$ cat src/rtl/ascm_pkg.sv
`timescale 1ns / 1ps
// shared constants and types of the ascii cell mapper
package ascm_pkg;

  localparam int unsigned CELL_COUNT = 16384;
  localparam int unsigned CELL_W     = 14;
  localparam int unsigned TBL_AW     = 16;
  localparam int unsigned LVL_W      = 8;
  localparam int unsigned ENTRY_W    = 40;
  localparam int unsigned ERR_W      = 32;
  localparam int unsigned ERR_AW     = (CELL_COUNT > 1) ? $clog2(CELL_COUNT) : 1;
  localparam int unsigned CNT_W      = $clog2(CELL_COUNT + 1);
  localparam int unsigned CMP_W      = (CNT_W > CELL_W) ? CNT_W : CELL_W + 1;

  localparam int unsigned CFG_IDX_W  = 1;
  localparam int unsigned CFG_DATA_W = 8;

  localparam logic FUNC_LOAD = 1'b0;
  localparam logic FUNC_CONV = 1'b1;

  localparam logic [CFG_IDX_W-1:0] CFG_DITHER = 1'b0;
  localparam logic [CFG_IDX_W-1:0] CFG_ATTR   = 1'b1;

  localparam logic [7:0] ATTR_RESET = 8'h07;
  localparam logic [7:0] LVL_MAX    = 8'hff;

  // four levels, element 3 is top-left, element 0 bottom-right
  typedef logic [3:0][LVL_W-1:0] lvl4_t;

  typedef struct packed {
    logic              en;
    logic [ERR_AW-1:0] addr;
    lvl4_t             data;
  } err_wr_t;

endpackage

$ cat src/rtl/ascm_quant.sv
`timescale 1ns / 1ps
// error add, clamp and table index forming for one cell
module ascm_quant (
  input  ascm_pkg::lvl4_t             pix_i,
  input  ascm_pkg::lvl4_t             err_i,
  input  logic                        apply_i,
  output ascm_pkg::lvl4_t             lvl_o,
  output logic [ascm_pkg::TBL_AW-1:0] idx_o
);
  import ascm_pkg::*;

  logic signed [LVL_W+1:0] sum [4];

  always_comb begin
    for (int p = 0; p < 4; p++) begin
      sum[p] = $signed({2'b00, pix_i[p]}) + $signed({{2{err_i[p][LVL_W-1]}}, err_i[p]});
      if (!apply_i) begin
        lvl_o[p] = pix_i[p];
      end else if (sum[p] < 0) begin
        lvl_o[p] = '0;
      end else if (sum[p] > $signed({2'b00, LVL_MAX})) begin
        lvl_o[p] = LVL_MAX;
      end else begin
        lvl_o[p] = sum[p][LVL_W-1:0];
      end
    end
    idx_o = {lvl_o[3][7:4], lvl_o[2][7:4], lvl_o[1][7:4], lvl_o[0][7:4]};
  end

endmodule

$ cat config.mk
export PLATFORM = sky130hd
export DESIGN_NAME = ascm_quant
export DESIGN_NICKNAME = d
export VERILOG_FILES = /design/src/rtl/ascm_pkg.sv /design/src/rtl/ascm_quant.sv
export SDC_FILE = /design/constraint.sdc
export NUM_CORES = 1
export LEC_CHECK = 0
export BUFFER_PORTS_ARGS = -buffer_cell sky130_fd_sc_hd__buf_4
export CAP_MARGIN = 20
export CORE_ASPECT_RATIO = 0.8
export CORE_MARGIN = 2
export CORE_UTILIZATION = 50
export DETAILED_ROUTE_END_ITERATION = 16
export PLACE_DENSITY = 0.89
export RECOVER_POWER = 25
export SLEW_MARGIN = 20
export SYNTH_ARGS = -nofsm -noshare
export SYNTH_HDL_FRONTEND = slang
export SYNTH_SLANG_ARGS = --single-unit
export TNS_END_PERCENT = 100
$ cat constraint.sdc
create_clock -name vclk -period 3.7
set_input_delay 0.555 -clock vclk [all_inputs]
set_output_delay 0.555 -clock vclk [all_outputs]
set_load 0.005 [all_outputs]
==> summary.md, run 1 <==
Buffers inserted to repair hold after CTS numbered 0. After detailed routing, the number of vias per cell comes to 5.90. The tools report the overall global routing resource usage as 23.4%.

By count the netlist is led by sky130_fd_sc_hd__ha_1 (36), sky130_fd_sc_hd__nor2_1 (29), sky130_fd_sc_hd__inv_1 (28), sky130_fd_sc_hd__a21oi_1 (21), sky130_fd_sc_hd__buf_4 (16). A synthesized cell averages 7.34 sq um. The area used by multi-input combinational logic is 2210 sq um, and the area used by sequential logic in the layout is 0 sq um.

The analysis attributes to cell leakage a power of 1.59 nW. Counting instances, the worst hold path has a depth of 3. The run gives 0 as the DRC violations left.

The worst slew margin relative to its limit was 66.1%. During placement, the flow inserted port buffers numbering 113. The logs give 0 for the number of antenna violations at the first check in global routing and 0 for the max-cap violation count. The most used routing layer was met2. The total of clock buffers placed in the layout is 0, and the final-layout setup total negative slack is 0 ps. The completed layout was analyzed and its total power is 0.577 mW. At the end of the flow, the number of nets in the layout was 530.

The share of synthesized area in the top cell type comes to 18.1%. The region available for standard cell placement spans 4680 sq um. For the required time at the endpoint of the critical path, the log shows 3140 ps. Relative to the synthesized area, the layout overhead comes to 30.3%. Setup violations remaining at the end of the flow were counted as 0. At the end of the flow the core is filled with cells to 69.1%.

The number of vias in the routed layout came out at 2,852. The layout has 408 filler cells. The first global-routing pass estimated 10.7 mm of wire. The run gives 44.4% as the global routing met2 resource utilization.

The starting density of the core came out at 53.0%. For the routability-driven placement congestion ratio, the log shows 0.884. Ranked by total cell area, the synthesized netlist is headed by sky130_fd_sc_hd__ha_1 (18%), sky130_fd_sc_hd__o221a_1 (5.4%), sky130_fd_sc_hd__buf_4 (4.8%).

The final critical-path required period was 3440 ps; the cell area power density was 178 nW/um^2. In this run the horizontal extent of the chip is 82.8 um. The cell count after synthesis came out at 338. In this run the vertical extent of the chip is 67.0 um. The run gives 22 as the floorplan row count. The die covers 5550 sq um.

The run gives 2480 sq um as the combined area of all synthesized cells. For this run, the detailed router's first-pass iteration total came to 4. The run gives 118 as the starting DRC count in detailed routing.

For the aggregate global routing overflow, the log shows 0. The fraction of the cycle the final worst path needs was 92.9%. The flow ran to the end, and the final reports show no timing, DRC or antenna violations. The per-cell routed wire length came out at 14.6 um.

The tools report the number of nets produced by synthesis as 443. In this run, post-CTS repair resized a total of 0 instances. The logs give 0 for the number of warnings printed during yosys synthesis and 62 for the post-synthesis cell type count. STA classifies the critical path startpoint as an input port.

IR analysis of the VDD net gives a maximum drop of 0.0947 mV. The tools report the sum of net half-perimeters after detailed placement as 5.76 mm. The number of diodes added for antenna fixing is 0.

The nature of the critical path endpoint is a primary output. Global routing consumed, on the met3 layer, 0.813% of the routing resources. The worst setup path is of the in2out kind. Summed over all instances, the cell type with the most area after synthesis is sky130_fd_sc_hd__ha_1.

The most frequently used cell type in the post-synthesis netlist was sky130_fd_sc_hd__ha_1. The final count of hold timing violations was 0. The count of nets left with antenna violations once routing finished came out at 0. The number of global-route vias before repair came out at 2,583. The met1 usage was 28.5%.

Entering global routing, the biggest net connects 50 pins. Setup repair after global routing left no endpoint under its margin. The worst min-delay path class was in2out.

The I/O pin count came out at 113. The data arrival time of the worst path was 2880 ps; the final sequential cell count was 0. The highest net fanout along the worst path is 7, and the final routed wirelength across all metal layers is 7.07 mm. Based on the critical path, the design can be clocked at up to 291 MHz. Sequential cells were found to cover 0% of the synthesized design area. Share of cells above drive strength 1: 29.8%. For the pin with the worst max-slew slack, the measured transition is 509 ps. In this run the post-CTS setup repair buffer count came out at 0. For the max-slew violation total from the final report, the log shows 0.
==> path summary, 6_finish.rpt <==
path        end  slack, ps       from
max   idx_o[11]        260  pix_i[16]
min   lvl_o[19]       1400  pix_i[19]
==> kinds of logic after synthesis <==
logic type / count (synthesis) / share of synthesized area (%)
compound gates: 122 / 38.1
mux: 5 / 2.12
buf+inv: 56 / 11.0
fa+ha+maj: 40 / 21.4
xor+xnor: 20 / 7.36
simple gates: 95 / 20.1
==> layout make-up <==
| cell class | count | share of cell area (%) |
|---|---|---|
| tap | 60 | 2.32 |
| timing repair buffer | 113 | 26.1 |
| inverter | 28 | 3.25 |
| multi-input combinational | 282 | 68.3 |
==> metal layers <==
| metal | wire length (um) | vias to the layer above |
|---|---|---|
| li1 | - | 1436 |
| met1 | 3080 | 1325 |
| met2 | 3620 | 85 |
| met3 | 319 | 6 |
| met4 | 53 | 0 |
| met5 | 0 | - |
==> placed cells by master (no fill, tap or decap), types with 3 or more instances in the layout <==
cell	n
sky130_fd_sc_hd__xnor2_1	11
sky130_fd_sc_hd__nor2b_1	9
sky130_fd_sc_hd__a311oi_1	4
sky130_fd_sc_hd__nand2_1	15
sky130_fd_sc_hd__clkbuf_4	10
sky130_fd_sc_hd__nor2_1	29
sky130_fd_sc_hd__fa_1	4
sky130_fd_sc_hd__o211ai_1	5
sky130_fd_sc_hd__xor2_1	8
sky130_fd_sc_hd__buf_4	102
sky130_fd_sc_hd__mux2i_1	3
sky130_fd_sc_hd__nor3b_1	3
sky130_fd_sc_hd__o21ai_1	4
sky130_fd_sc_hd__o21ai_0	10
sky130_fd_sc_hd__o31a_1	5
sky130_fd_sc_hd__o22ai_1	3
sky130_fd_sc_hd__inv_1	28
sky130_fd_sc_hd__a21o_1	14
sky130_fd_sc_hd__ha_1	36
sky130_fd_sc_hd__nand2b_1	4
sky130_fd_sc_hd__o221a_1	12
sky130_fd_sc_hd__nand3_1	9
sky130_fd_sc_hd__a31oi_1	11
sky130_fd_sc_hd__a21oi_1	21
sky130_fd_sc_hd__a211oi_1	3
sky130_fd_sc_hd__a211o_1	4
sky130_fd_sc_hd__o2bb2ai_1	4
sky130_fd_sc_hd__nor3_1	4
sky130_fd_sc_hd__or3_1	4
==> worst max-delay path, stage by stage <==
cell	delay, ps
sky130_fd_sc_hd__buf_4	90
sky130_fd_sc_hd__ha_1	150
sky130_fd_sc_hd__inv_1	60
sky130_fd_sc_hd__fa_1	390
sky130_fd_sc_hd__nand2b_2	250
sky130_fd_sc_hd__a2111oi_4	410
sky130_fd_sc_hd__a2111oi_4	140
sky130_fd_sc_hd__xnor2_2	250
sky130_fd_sc_hd__and4b_1	230
sky130_fd_sc_hd__o22ai_1	190
sky130_fd_sc_hd__buf_4	160
==> power breakdown <==
group	total (mW)	internal [mW]	switching (mW)
registers	0	0	0
logic	0.577	0.295	0.282
clock network	0	0	0
total	0.577	0.295	0.282
==> stage by stage <==
stage                     setup slack, ps  instances  hold WS [ps]  instance area (sq um)
final                                 262        483          1400                   3230
after global routing                 65.6        483          1410                   3230
after CTS                             264        483          1400                   3240
after detailed placement              282        483          1400                   3240
after global placement                379        483          1400                   3240
after floorplan                       558        338          1210                   2480
No activity file was read; power rests on OpenSTA's default activity.
==> inputs of run 2 (changes only) <==
==> constraint.sdc (replaced) <==
create_clock -name vclk -period 3.7
set_input_delay 0.555 -clock vclk [all_inputs]
set_output_delay 0.555 -clock vclk [all_outputs]
set_load 0.05 [all_outputs]
==> run 2 against run 1 <==
  * Sequential cell count unchanged
  * Wire length shrank 0.69%
  * Critical path depth is the same
  * Design area increased by 0.54%
  * Hold slack gained 99 ps
  * Die area did not move
  * Total power rose by 44%
  * Utilization increased by 0.37 points
  * Cell count rose by 0.21%
  * Global-route usage is 0.88 points higher
  * Largest power group unchanged
==> summary.md, run 2 (same netlist as run 1, synthesis figures left out) <==
The max-cap violation count came out at 0 (unchanged). The logs give 0.831 mW (+44%) for the overall power of the completed layout and 287 MHz (-1.3%) for the top achievable clock speed. The slew at the pin closest to its max-slew limit was 618 ps (+109 ps); the number of placed instances, taps included was 484 (+0.21%). The fraction of the cycle the final worst path needs was 94.1% (+1.2 points). The highest net fanout along the worst path was 7 (unchanged); the area used by sequential logic in the layout was 0 sq um (unchanged). The overall die width came out at 82.8 um (unchanged).

The sum of net half-perimeters after detailed placement is 5.83 mm (+1.2%), and the number of inserted filler cells in the final layout is 406 (-0.49%). The reported leakage power came out at 1.59 nW (about the same). The starting DRC count in detailed routing is 160 (+36%).

Nature of the critical path endpoint: a primary output. The number of antenna violations at the first check in global routing was 0 (unchanged). Final sequential cell count: 0 (unchanged). The final routed wirelength across all metal layers is 7.02 mm (-0.69%).

For the die outline area, the log shows 5550 sq um (unchanged). The number of resized instances in the post-cts repair step was 0 (unchanged). Number of nets in the layout: 531 (+0.19%).

The final worst slack was 218 ps (-44.5 ps). The routability-driven placement congestion ratio came out at 0.853 (-3.4%). Setup repair after global routing left no endpoint under its margin. The flow ran to the end, and the final reports show no timing, DRC or antenna violations.

The I/O pin count is 113 (unchanged). The cell area power density was 256 nW/um^2 (+43%); the first-pass GRT wire length was 11.1 mm (+3.3%). For the worst slack at placement, the log shows 255 ps (-27.7 ps).

The library cell used most frequently in the layout, excluding fill and tap cells, is sky130_fd_sc_hd__buf_4. The tools report the overall global routing resource usage as 24.2% (+0.88 points). Category of the most critical setup path: in2out. The worst setup path is launched from an input port. The detailed-route vias per instance was 5.98 (+1.3%); the number of endpoints failing setup at the final stage was 0 (unchanged). The starting density of the core is 53.0% (unchanged).

The number of port buffers was 113 (unchanged). The aggregate global routing overflow came out at 0 (unchanged). The run gives 0 (unchanged) as the remaining antenna violation count. Area of the core region: 4680 sq um (unchanged). The vertical die dimension came out at 67.0 um (unchanged).

For the worst slew margin relative to its limit, the log shows 59.0% (-7.1 points). The tools report the max-slew violation total from the final report as 0 (unchanged). The final-layout setup total negative slack was 0 ps (unchanged); the area overhead of the layout relative to synthesis was 31.0%. The final critical-path required period works out to 3480 ps (+44.5 ps).

The total of clock buffers placed in the layout was 0 (unchanged); the count of non-filler cells in the finished layout was 484 (+0.21%). The DRC violations left is 0 (unchanged). The quantity of hold-fixing buffers added after cts was 0 (unchanged). For the required time at the endpoint of the critical path, the log shows 3140 ps (about the same). The run gives 22 (unchanged) as the floorplan row count. The maximum VDD drop was 0.210 mV (+120%); the number of iterations in the first detailed-routing pass was 7 (+3). The top cell types in the final layout, fill and taps aside, are sky130_fd_sc_hd__buf_4 (102), sky130_fd_sc_hd__ha_1 (36), sky130_fd_sc_hd__nor2_1 (29).

For the number of diodes added for antenna fixing, the log shows 0 (unchanged). The data arrival time of the worst path is 2930 ps (+50 ps), and the largest net degree at the start of global routing is 31 (-38%). The worst hold path belongs to the class in2out. The run gives 0 (unchanged) as the final count of hold timing violations. The share of cells above drive strength 1 was 30.9% (+1.1 points); the number of vias in the routed layout was 2,894 (+1.5%).

For the number of setup buffers added after CTS, the log shows 0 (unchanged). The number of global-route vias before repair was 2,593 (+0.39%). Per-cell routed wire length: 14.5 um (-0.90%).
run 2: changes by cell type in the layout (fill, tap and decap cells not counted), moves of 2 or more:
cell,change
sky130_fd_sc_hd__a311oi_1,-2
sky130_fd_sc_hd__a311oi_2,+2
sky130_fd_sc_hd__clkbuf_1,+3
sky130_fd_sc_hd__clkbuf_2,+8
sky130_fd_sc_hd__clkbuf_4,-10
sky130_fd_sc_hd__o2bb2ai_1,-2
sky130_fd_sc_hd__o2bb2ai_2,+2
run 2: per-stage QoR:
stage               area (sq um)  util (%)  hold WS, ps
floorplan                   2520         -         1330
global placement            3290      70.2         1490
detailed placement          3290      70.2         1490
CTS                         3290      70.2         1500
global route                3250      69.5         1500
finish                      3250      69.5         1500
run 2: metal layers:
layer / global-route usage (%) / up-vias / part of all wire [%]
met5: 0 / - / 0
met4: 3.28 / 0 / 0.73
met3: 1.08 / 8 / 5.6
met2: 43.5 / 101 / 48
met1: 32.6 / 1349 / 46
li1: - / 1436 / -
run 2: area by class of cell:
type               count  area, sq um  share of cell area [%]
multi-input cells    282         2250                    69.2
repair buffers       114          821                    25.2
inverters             28          105                    3.23
well taps             60         75.1                    2.31
run 2: path summary, 6_finish.rpt:
| path | from | end | slack (ps) | depth (start not counted) |
|---|---|---|---|---|
| worst max-delay path | pix_i[16] | lvl_o[23] | 220 | 11 |
| worst min-delay path | pix_i[20] | lvl_o[20] | 1500 | 3 |
run 2: where the power goes:
group	internal (mW)	total, mW	leakage, nW	switching [mW]
Clock	0	0	0	0
Combinational	0.298	0.831	1.59	0.534
Sequential	0	0	0	0
Total	0.298	0.831	1.59	0.534
run 2: worst max-delay path, stage by stage:
cell	delay, ps
sky130_fd_sc_hd__buf_4	90
sky130_fd_sc_hd__ha_1	160
sky130_fd_sc_hd__inv_1	60
sky130_fd_sc_hd__fa_1	370
sky130_fd_sc_hd__nand2b_2	250
sky130_fd_sc_hd__a2111oi_4	430
sky130_fd_sc_hd__a2111oi_4	140
sky130_fd_sc_hd__xnor2_2	300
sky130_fd_sc_hd__and4b_1	250
sky130_fd_sc_hd__o22ai_2	110
sky130_fd_sc_hd__buf_4	220
==> inputs of run 3 (changes only) <==
==> constraint.sdc (replaced) <==
create_clock -name vclk -period 3.6
set_input_delay 0.54 -clock vclk [all_inputs]
set_output_delay 0.54 -clock vclk [all_outputs]
set_load 0.05 [all_outputs]
==> run 3 against run 2 <==
  * Sequential share of layout area did not move
  * Combinational power rose by 3.5%
  * Non-clock buffer count rose by 1
  * Worst setup slack got worse by 55 ps
  * Hold slack got worse by 27 ps
  * First-iteration DRC count fell by 12%
  * Global-route usage rose by 0.41 points
  * Wire length rose by 2.8%
  * Sequential cell count did not move
  * Critical path depth did not move
  * Clock-buffer cell count did not move
  * Design area rose by 0.54%
  * Critical endpoint is now idx_o[11]
  * Largest power group unchanged
  * Highest routed layer unchanged
==> summary.md, run 3 (same netlist as run 1, synthesis figures left out) <==
The starting DRC count in detailed routing is 141 (-12%), and the maximum VDD drop is 0.155 mV (-26%). The run gives 11.2 mm (+1.5%) as the first-pass GRT wire length. The number of resized instances in the post-cts repair step was 0 (unchanged); the cell area power density was 263 nW/um^2 (+2.9%). The logs give 0.860 mW (+3.5%) for the overall power of the completed layout and 0 (unchanged) for the number of setup buffers added after CTS. The number of iterations in the first detailed-routing pass was 5 (-2). The critical path's largest stage delay was 420 ps (about the same); the sum of net half-perimeters after detailed placement was 5.89 mm (+1.0%). STA classifies the critical path endpoint as a primary output.

The number of inserted filler cells in the final layout came out at 406 (unchanged). The number of antenna violations at the first check in global routing came out at 0 (unchanged). The overall global routing resource usage is 24.7% (+0.41 points), and the area of all placed cells without fillers is 3270 sq um (+0.54%). Remaining antenna violation count: 0 (unchanged).

The reported leakage power was 1.61 nW (+1.0%). The tools report the area of the core region as 4680 sq um (unchanged). The kind of start point of the critical path was an input port.

Fraction of the cycle the final worst path needs: 95.5%. The detailed-route vias per instance was 5.98 (about the same); the max-cap violation count was 0 (unchanged). The final worst slack was 163 ps (-54.9 ps); the worst slew margin relative to its limit was 55.6% (-3.4 points). Timing would allow up to 291 MHz. The logs give 1470 ps (-27.3 ps) for the worst hold slack and 53.0% (unchanged) for the starting density of the core.

The area used by sequential logic in the layout came out at 0 sq um (unchanged). The I/O pin count was 113 (unchanged); the floorplan row count was 22 (unchanged). The largest net degree at the start of global routing is 32 (+3.2%), and the final count of hold timing violations is 0 (unchanged). The worst slack at placement was 218 ps (-36.5 ps); the max-slew violation total from the final report was 0 (unchanged).

The number of diodes added for antenna fixing was 0 (unchanged). DRC violations left: 0 (unchanged). The run gives 0.905 (+6.1%) as the routability-driven placement congestion ratio. Traced cell by cell, the critical path runs through buf_4 > ha_1 > inv_1 > fa_1 > nand2b_2 > a2111oi_4 > a2111oi_4 > xnor2_2 > and4b_1 > o22ai_2 > buf_4. The number of nets in the layout was 532 (+0.19%).

Setup repair after global routing left no endpoint under its margin. The slew at the pin closest to its max-slew limit came out at 660 ps (+42.8 ps). The highest net fanout along the worst path is 7 (unchanged).

The number of endpoints failing setup at the final stage was 0 (unchanged); the final critical-path required period was 3440 ps. The library cells used most frequently in the layout, excluding fill and tap cells, are sky130_fd_sc_hd__buf_4 (106), sky130_fd_sc_hd__ha_1 (36), sky130_fd_sc_hd__nor2_1 (29). For the placed standard-cell area, the log shows 3300 sq um (+0.34%).

Category of the most critical setup path: in2out. The first element of the critical path was pix_i[16]. The per-cell routed wire length came out at 14.9 um (+2.6%). For the final sequential cell count, the log shows 0 (unchanged). The quantity of hold-fixing buffers added after cts was 0 (unchanged). The tools report the required time at the endpoint of the critical path as 3060 ps (-80 ps). The flow ran to the end, and the final reports show no timing, DRC or antenna violations. The library cell used most frequently in the layout, excluding fill and tap cells, is sky130_fd_sc_hd__buf_4. The area used by multi-input combinational logic was 2250 sq um (about the same).

The number of port buffers is 113 (unchanged). The overall die width came out at 82.8 um (unchanged). The die outline area is 5550 sq um (unchanged). The tools report the termination of the worst setup path as idx_o[11]. The total of clock buffers placed in the layout came out at 0 (unchanged). The final routed wirelength across all metal layers was 7.22 mm (+2.8%); the vertical die dimension was 67.0 um (unchanged). The share of cells above drive strength 1 is 31.8% (+0.87 points). Relative to the synthesized area, the layout overhead comes to 31.7%. Data arrival time of the worst path: 2900 ps (-30 ps). The cell at the slowest stage of the critical path was sky130_fd_sc_hd__a2111oi_4.

The final-layout setup total negative slack is 0 ps (unchanged), and the aggregate global routing overflow is 0 (unchanged). The number of global-route vias before repair was 2,626 (+1.3%); the number of vias in the routed layout was 2,899 (+0.17%). Worst min-delay path class: in2out.
[run 3: cell count changes in the layout (fill, tap and decap cells not counted)]
cell	delta
sky130_fd_sc_hd__o21ai_2	+1
sky130_fd_sc_hd__buf_4	+4
sky130_fd_sc_hd__clkbuf_1	-3
sky130_fd_sc_hd__nor3_2	-1
sky130_fd_sc_hd__o21ai_1	-1
sky130_fd_sc_hd__nor3_1	+1
[run 3: worst max-delay path, delay by kind of cell]
| kind | cells | cell delay, ps |
|---|---|---|
| AO/OA/AOI/OAI | 3 | 660 |
| adder cells (fa/ha/maj) | 2 | 530 |
| AND/OR/NAND/NOR | 2 | 490 |
| buffers and inverters | 3 | 370 |
| XOR/XNOR | 1 | 280 |
[run 3: power breakdown]
group	total [mW]	internal (mW)	switching (mW)
logic	0.860	0.310	0.550
registers	0	0	0
clock network	0	0	0
total	0.860	0.310	0.550
[run 3: worst min-delay path by stage]
stage,startpoint,end,depth (start not counted)
global placement,pix_i[18],lvl_o[18],3
CTS,pix_i[21],lvl_o[21],3
finish,pix_i[21],lvl_o[21],3
global route,pix_i[21],lvl_o[21],3
detailed placement,pix_i[21],lvl_o[21],3
floorplan,pix_i[22],idx_o[10],2
[run 3: layout make-up]
type	count	area share (%)
multi-input combinational	282	68.8
tap	60	2.30
timing repair buffer	115	25.7
inverter	28	3.21
[run 3: metrics by stage]
| stage | util [%] | cells |
|---|---|---|
| detailed placement | 70.5 | 485 |
| finish | 69.9 | 485 |
| floorplan | - | 338 |
| CTS | 70.5 | 485 |
| global placement | 70.5 | 485 |
| global route | 69.9 | 485 |
[run 3: metal layers]
metal  wire length, um  up-vias  share of wire [%]  global-route usage, %
met1              3230     1325                 45                   32.6
met5                 0        -                  0                      0
li1                  -     1448                  -                      -
met3               441       12                6.1                   1.49
met2              3490      114                 48                   45.0
met4                62        0               0.86                   2.66
